$ cat config.mk
export PLATFORM = sky130hd
export DESIGN_NAME = idba_ctrl
export DESIGN_NICKNAME = d
export VERILOG_FILES = /design/src/rtl/core/idba_pkg.sv /design/src/rtl/core/idba_ctrl.sv
export SDC_FILE = /design/constraint.sdc
export NUM_CORES = 1
export LEC_CHECK = 0
export ABC_CLOCK_PERIOD_IN_PS = 2400
export BUFFER_PORTS_ARGS = -buffer_cell sky130_fd_sc_hd__buf_2
export CELL_PAD_IN_SITES_DETAIL_PLACEMENT = 0
export CELL_PAD_IN_SITES_GLOBAL_PLACEMENT = 1
export CORE_AREA = 2 2 39 41
export CTS_CLUSTER_DIAMETER = 30
export DETAILED_ROUTE_END_ITERATION = 10
export DIE_AREA = 0 0 41 43
export HOLD_SLACK_MARGIN = 0.03
export PLACE_DENSITY_LB_ADDON = 0.1
export RECOVER_POWER = 50
export SLEW_MARGIN = 20
export SYNTH_ARGS = -nofsm -noshare
export SYNTH_HDL_FRONTEND = slang
export SYNTH_SLANG_ARGS = --single-unit
$ cat constraint.sdc
create_clock -name aclk -period 2.4 [get_ports aclk]
set_clock_uncertainty 0.05 [all_clocks]
set_input_delay 0.48 -clock aclk [delete_from_list [all_inputs] [get_ports aclk]]
set_output_delay 0.48 -clock aclk [all_outputs]
set_load 0.01 [all_outputs]
$ cat src/rtl/core/idba_pkg.sv
// package: shared constants, types and codes for the interval admission block
`default_nettype none
package idba_pkg;

    localparam int BOOKED_DEPTH = 1024;
    localparam int DOUBLE_DEPTH = 1024;

    localparam int TIME_W = 30;
    localparam int SPAN_W = 2 * TIME_W;
    localparam int STAT_W = 2;
    localparam int S_DATA_W = 64;
    localparam int M_DATA_W = 8;

    localparam int BK_AW = $clog2(BOOKED_DEPTH);
    localparam int DB_AW = $clog2(DOUBLE_DEPTH);
    localparam int BK_CW = $clog2(BOOKED_DEPTH + 1);
    localparam int DB_CW = $clog2(DOUBLE_DEPTH + 1);
    localparam int IDX_W = (BK_CW > DB_CW) ? BK_CW : DB_CW;

    localparam logic [STAT_W-1:0] ST_ACCEPT = 2'd0;
    localparam logic [STAT_W-1:0] ST_TRIPLE = 2'd1;
    localparam logic [STAT_W-1:0] ST_FULL   = 2'd2;

    localparam logic [1:0] PH_DBL  = 2'd0;
    localparam logic [1:0] PH_CNT  = 2'd1;
    localparam logic [1:0] PH_FILL = 2'd2;

    typedef struct packed {
        logic       load;
        logic       clr_idx;
        logic       issue;
        logic [1:0] phase;
        logic       chk;
        logic       commit;
        logic       out_load;
    } cmd_t;

    typedef struct packed {
        logic issue_done;
        logic pipe_empty;
        logic triple;
        logic full;
        logic out_free;
    } stat_t;

endpackage
`default_nettype wire

$ cat src/rtl/core/idba_ctrl.sv
// controller: sequences the table scans, the fill pass and the result word
`default_nettype none
module idba_ctrl (
    input  wire            aclk,
    input  wire            aresetn,
    input  wire            s_tvalid,
    output logic           s_tready,
    input  wire idba_pkg::stat_t stat,
    output idba_pkg::cmd_t  cmd
);
    import idba_pkg::*;

    localparam logic [2:0] S_IDLE   = 3'd0;
    localparam logic [2:0] S_SCAN_D = 3'd1;
    localparam logic [2:0] S_SCAN_B = 3'd2;
    localparam logic [2:0] S_CHECK  = 3'd3;
    localparam logic [2:0] S_FILL   = 3'd4;
    localparam logic [2:0] S_COMMIT = 3'd5;
    localparam logic [2:0] S_RESP   = 3'd6;

    logic [2:0] state_reg, state_next;

    always_ff @(posedge aclk) begin
        if (!aresetn) begin
            state_reg <= S_IDLE;
        end else begin
            state_reg <= state_next;
        end
    end

    assign s_tready = (state_reg == S_IDLE);

    always_comb begin
        state_next = state_reg;
        cmd = '0;
        cmd.phase = PH_DBL;
        case (state_reg)
            S_IDLE: begin
                if (s_tvalid) begin
                    cmd.load = 1'b1;
                    state_next = S_SCAN_D;
                end
            end
            S_SCAN_D: begin
                cmd.phase = PH_DBL;
                cmd.issue = !stat.issue_done;
                if (stat.issue_done && stat.pipe_empty) begin
                    if (stat.triple) begin
                        state_next = S_RESP;
                    end else begin
                        cmd.clr_idx = 1'b1;
                        state_next = S_SCAN_B;
                    end
                end
            end
            S_SCAN_B: begin
                cmd.phase = PH_CNT;
                cmd.issue = !stat.issue_done;
                if (stat.issue_done && stat.pipe_empty) begin
                    state_next = S_CHECK;
                end
            end
            S_CHECK: begin
                cmd.chk = 1'b1;
                if (stat.full) begin
                    state_next = S_RESP;
                end else begin
                    cmd.clr_idx = 1'b1;
                    state_next = S_FILL;
                end
            end
            S_FILL: begin
                cmd.phase = PH_FILL;
                cmd.issue = !stat.issue_done;
                if (stat.issue_done && stat.pipe_empty) begin
                    state_next = S_COMMIT;
                end
            end
            S_COMMIT: begin
                cmd.commit = 1'b1;
                state_next = S_RESP;
            end
            S_RESP: begin
                if (stat.out_free) begin
                    cmd.out_load = 1'b1;
                    state_next = S_IDLE;
                end
            end
            default: begin
                state_next = S_IDLE;
            end
        endcase
    end

endmodule
`default_nettype wire

==> results.py, run 1 <==
metrics = {
    "status": {
        "outcome": "finished clean",
    },
    "setup_path": {
        "worstSetupEndpointType": "output pin",
        "arrival_ns": 1.45,
        "crit_type": "reg -> out",
        "r2r_start": "state_reg[2]$_SDFFE_PN0P_",
        "crit_fanout": 12,
        "r2r_cells": 3,
        "reg2reg_to": "state_reg[2]$_SDFFE_PN0P_",
        "worstSetupStartpointType": "flip-flop",
        "worstPathRequired_ns": 1.87,
        "ff2ff_setup_slack_ns": 1.05,
    },
    "final_layout": {
        "largest_reg_flops": 3,
        "nets": 65,
        "multiInputGateArea_um2": 201,
        "n_fill_cell": 178,
        "postLayoutCoreUtil_pct": 28.4,
        "fin_area_um2": 393,
        "antenna_cells": 0,
        "ff_latch_area_um2": 60.1,
        "drive_above_1_share_pct": 39.3,
        "layout.cells.non_filler": 72,
        "syn_to_final_growth_pct": 31.9,
    },
    "floorplan": {
        "ioPinCount": 17,
        "fp.dieW_um": 41,
        "initial_core_util_pct": 21.5,
        "die_h_um": 43,
        "core_area_um2": 1380,
        "die_area_um2": 1760,
        "fp-row-count": 14,
    },
    "yosys": {
        "yosysWarnings": 0,
        "yosysTopAreaCell": "dfxtp_1",
        "synth_edf_count": 0,
        "syn-instance-count": 39,
        "async_reset_ff_share_pct": 0,
        "ys.flop_type": "dfxtp_1",
        "synth_area_leaders": "dfxtp_1, nor2_1, nand2b_2",
        "synthTopCellsByCount": "nor2_1, a21oi_1, dfxtp_1",
        "yosysMostFrequentCell": "nor2_1",
        "seq_area_frac_synth_pct": 20.2,
        "syn_area_um2": 298,
        "synth_cell_types": 27,
        "syn_avg_cell_area_um2": 7.64,
        "synth_top_area_share_pct": 20.2,
        "ys_seq_elements": 3,
        "syn_nets": 47,
    },
    "placed_design": {
        "dp_cells": 68,
        "place_area_um2": 372,
        "port_buffers": 16,
        "place_congestion": 0.679,
        "pre_cts_ws_ns": 0.608,
        "hpwl_um": 636,
    },
    "route": {
        "totalWireLength_um": 779,
        "drc": 0,
        "drt_iter0_markers": 4,
        "vias_per_cell": 4.65,
        "vias": 335,
        "drt-wirelength-per-cell_um": 10.8,
        "antenna_left": 0,
        "first_pass_iters": 4,
    },
    "grt": {
        "grt_pass1_vias": 333,
        "grt_pass1_wl_um": 1330,
        "grt_max_degree": 13,
        "gr-usage-all-layers_pct": 11.1,
        "grt_overflow_total": 0,
        "antenna_found_initial": 0,
    },
    "sta": {
        "slew_viol_final": 0,
        "worst_slack_ns": 0.421,
        "fmax_ghz": 0.505,
        "setup_violations": 0,
        "fin_crit_sh_pct": 82.5,
        "rsz0062_at_grt": "no",
        "tightest_slew_ns": 0.397,
        "finalSetupTns_ns": 0,
        "slew_headroom_pct": 73.5,
        "fin_crit_ns": 1.98,
        "final-hold-violation-count": 0,
    },
    "clocking": {
        "cts_tree": "built",
        "cts_resized": 0,
        "clk_latency_ns": 0.23,
        "clock-sinks": 3,
        "clock_path_buffers": 2,
        "cts_buffers": 3,
        "htree_levels": 1,
        "post_cts_buffers": 0,
        "path_clk_slew_ns": 0.04,
        "cts_hold_buffers": 0,
        "cts_root_buf": "clkbuf_4",
    },
    "worst_hold_path": {
        "min_path_type": "in -> reg",
        "holdPathStages": 2,
        "hold-path-endpoint": "state_reg[0]$_SDFFE_PN0P_",
        "hold_path.startpoint": "aresetn",
    },
    "power_and_ir_drop": {
        "p_comb_share_pct": 29.5,
        "switching_power_uw": 71.4,
        "p_leak_nw": 0.170,
        "clkPwrFrac_pct": 39.3,
        "p_sw_share_pct": 32.3,
        "internal-power_uw": 149,
        "seq_power_share_pct": 31.2,
        "max-vdd-ir-drop_mv": 0.187,
        "power_density_nw_per_um2": 562,
    },
    "run": {
        "maxCapViolations": 0,
    },
}
-- through the flow --
stage               total power, mW  hold slack (ns)
finish                        0.221            0.460
global route                  0.239            0.457
CTS                           0.231            0.453
detailed placement            0.138            0.659
global placement              0.138            0.654
floorplan                     0.118            0.558
-- area by class of cell --
class,count,share of cell area [%]
well taps,16,5.10
clock buffers,4,6.69
multi-input cells,31,51.3
flip-flops and latches,3,15.3
repair buffers,16,19.7
inverters,2,1.91
-- worst max-delay path, stage by stage (launching register included) --
cell and delay, ns:
dfxtp_1 0.55, nand2b_1 0.25, a21oi_1 0.09, o21ba_2 0.20
buf_2 0.13
-- power groups by stage --
stage / clock, mW / sequential (mW) / combinational (mW)
after global routing: 0.0943 / 0.0706 / 0.0738
after floorplan: 0 / 0.0573 / 0.0603
after CTS: 0.0932 / 0.0696 / 0.0685
after detailed placement: 0 / 0.0703 / 0.0681
final: 0.0868 / 0.0688 / 0.0651
after global placement: 0 / 0.0703 / 0.0679
-- per-layer routing --
metal	part of all wire, %	wire [um]	track usage (%)
met2	52	405	16.6
met1	41	316	13.8
met3	7.3	57	1.57
met4	0	0	8.00
met5	0	0	0
-- cell families (layout without fill, tap and decap cells) --
logic type             after synthesis  after routing  synth area share [%]
buffers and inverters                5             22                  11.3
DFF                                  3              3                  20.2
and+or+nand+nor                     20             20                  40.8
AOI/OAI and AO/OA                   11             11                  27.7
-- worst max path at each step --
stage                                          from      to  slack [ns]  cells past startpoint
after floorplan                             stat[3]  cmd[6]        0.83                      3
after global placement                      stat[4]  cmd[6]        0.62                      5
after detailed placement                    stat[4]  cmd[6]        0.61                      5
after CTS                 state_reg[2]$_SDFFE_PN0P_  cmd[5]        0.42                      4
after global routing      state_reg[2]$_SDFFE_PN0P_  cmd[5]        0.28                      4
final                     state_reg[2]$_SDFFE_PN0P_  cmd[5]        0.42                      4
-- cell usage in the layout, fill, tap and decap left out, types with 2 or more instances in the layout --
cell	count
a21oi_1	3
buf_2	14
clkbuf_1	3
clkbuf_4	3
dfxtp_1	3
inv_1	2
nand2_1	2
nand2b_1	2
nor2_1	5
o31a_1	2
Power figures use the tool's default switching activity.
==> run 2: changes to the inputs <==
--- a/config.mk
+++ b/config.mk
@@ -5,7 +5,7 @@
 export SDC_FILE = /design/constraint.sdc
 export NUM_CORES = 1
 export LEC_CHECK = 0
-export ABC_CLOCK_PERIOD_IN_PS = 2400
+export ABC_CLOCK_PERIOD_IN_PS = 1900
 export BUFFER_PORTS_ARGS = -buffer_cell sky130_fd_sc_hd__buf_2
 export CELL_PAD_IN_SITES_DETAIL_PLACEMENT = 0
 export CELL_PAD_IN_SITES_GLOBAL_PLACEMENT = 1
==> constraint.sdc (replaced) <==
create_clock -name aclk -period 1.9 [get_ports aclk]
set_clock_uncertainty 0.05 [all_clocks]
set_input_delay 0.38 -clock aclk [delete_from_list [all_inputs] [get_ports aclk]]
set_output_delay 0.38 -clock aclk [all_outputs]
set_load 0.01 [all_outputs]
==> run 2 against run 1 <==
- power rose by 31%
- first-iteration DRC count up 75%
- final area up 1.9%
- highest routed layer is now met4
- via count rose by 2.1%
- core utilization rose by 0.54 points
- hold slack lost 0.11 ns
- clock power rose by 35%
- sequential share of layout area barely moved
==> results.py, run 2 (synthesis results as in run 1) <==
metrics = {
    "route": {
        "totalWireLength_um": 783,
        "vias_per_cell": 4.68,
        "antenna_left": 0,
        "drt_iter0_markers": 7,
        "first_pass_iters": 2,
        "vias": 342,
        "drc": 0,
        "drt-wirelength-per-cell_um": 10.7,
    },
    "sta": {
        "final-hold-violation-count": 0,
        "finalSetupTns_ns": 0,
        "rsz0062_at_grt": "no",
        "setup_violations": 0,
        "slew_headroom_pct": 76.8,
        "tightest_slew_ns": 0.347,
        "fin_crit_ns": 1.81,
        "fin_crit_sh_pct": 95.3,
        "slew_viol_final": 0,
        "fmax_ghz": 0.553,
    },
    "clocking": {
        "cts_hold_buffers": 0,
        "cts_resized": 0,
        "clock_path_buffers": 2,
        "path_clk_slew_ns": 0.04,
        "htree_levels": 1,
        "cts_root_buf": "clkbuf_4",
        "clk_latency_ns": 0.24,
        "clock-sinks": 3,
        "cts_tree": "built",
        "post_cts_buffers": 0,
        "cts_buffers": 3,
    },
    "setup_path": {
        "crit_type": "reg -> out",
        "crit_path_end": "cmd[5]",
        "worstSetupStartpointType": "flip-flop",
        "reg2reg_to": "state_reg[0]$_SDFFE_PN0P_",
        "worstPathRequired_ns": 1.47,
        "worstSetupEndpointType": "output pin",
        "r2r_start": "state_reg[2]$_SDFFE_PN0P_",
        "cp-startpoint": "state_reg[0]$_SDFFE_PN0P_",
        "r2r_cells": 4,
        "crit_fanout": 10,
        "ff2ff_setup_slack_ns": 0.54,
        "arrival_ns": 1.38,
    },
    "final_layout": {
        "mostFrequentLayoutCells": "buf_2, nor2_1, clkbuf_1, a21oi_1, clkbuf_4",
        "antenna_cells": 0,
        "drive_above_1_share_pct": 43.9,
        "layout.cells.non_filler": 73,
        "nets": 66,
        "largest_reg_flops": 3,
        "postLayoutCoreUtil_pct": 28.9,
        "multiInputGateArea_um2": 204,
        "ff_latch_area_um2": 61.3,
        "final_common_cell": "buf_2",
        "n_fill_cell": 162,
        "syn_to_final_growth_pct": 34.5,
    },
    "power_and_ir_drop": {
        "p_leak_nw": 0.172,
        "max-vdd-ir-drop_mv": 0.216,
        "power_density_nw_per_um2": 722,
    },
    "floorplan": {
        "fp.dieW_um": 41,
        "die_area_um2": 1760,
        "fp-row-count": 14,
        "ioPinCount": 17,
        "initial_core_util_pct": 21.5,
        "core_area_um2": 1380,
        "die_h_um": 43,
    },
    "placed_design": {
        "dp_cells": 69,
        "place_congestion": 0.695,
        "port_buffers": 16,
        "hpwl_um": 629,
    },
    "run": {
        "maxCapViolations": 0,
    },
    "grt": {
        "grt_pass1_vias": 311,
        "grt_pass1_wl_um": 1210,
        "gr-usage-all-layers_pct": 10.5,
        "grt_max_degree": 11,
        "grt_overflow_total": 0,
        "antenna_found_initial": 0,
    },
    "worst_hold_path": {
        "hold_path.startpoint": "aresetn",
        "min_path_type": "in -> reg",
    },
    "status": {
        "outcome": "finished clean",
    },
}
run 2: cell types whose count changed in the layout (fill, tap and decap cells not counted), sizes merged:
| cell | change |
|---|---|
| clkbuf | +1 |
run 2: how the worst min path moves through the flow:
stage | slack (ns) | endpoint | cells past startpoint
final | 0.35 | state_reg[1]$_SDFFE_PN0P_ | 2
after global routing | 0.35 | state_reg[0]$_SDFFE_PN0P_ | 2
after CTS | 0.35 | state_reg[0]$_SDFFE_PN0P_ | 2
after detailed placement | 0.59 | state_reg[1]$_SDFFE_PN0P_ | 2
after global placement | 0.61 | state_reg[1]$_SDFFE_PN0P_ | 2
after floorplan | 0.46 | state_reg[0]$_SDFFE_PN0P_ | 1
run 2: area by class of cell:
type | instances | area share, %
timing repair buffer | 17 | 20.3
inverter | 2 | 1.88
sequential | 3 | 15.3
clock buffer | 4 | 6.56
tap | 16 | 5.00
multi-input combinational | 31 | 50.9
run 2: worst max-delay path: stages, from the launching register on:
cell      delay (ns)
dfxtp_1         0.52
nand2b_2        0.23
a21oi_1         0.07
o21ba_2         0.19
buf_2           0.13
run 2: per-layer routing:
metal / vias to the layer above / part of all wire, % / track usage [%]
met5: - / 0 / 0
met4: 0 / 2.6 / 8.00
met3: 2 / 8.6 / 4.71
met2: 12 / 45 / 15.9
met1: 152 / 43 / 10.6
li1: 176 / - / -
run 2: metrics by stage:
stage	setup slack [ns]	area, um^2	hold slack [ns]	power, mW
final	0.0901	400	0.346	0.289
after detailed placement	0.295	379	0.592	0.177
after CTS	0.0741	405	0.349	0.297
after global placement	0.303	379	0.610	0.177
after global routing	0.00527	400	0.345	0.310
after floorplan	0.477	298	0.458	0.149
run 2: power by group:
group          internal [mW]  switching [mW]
clock                 0.0790          0.0382
sequential            0.0700          0.0149
combinational         0.0423          0.0448
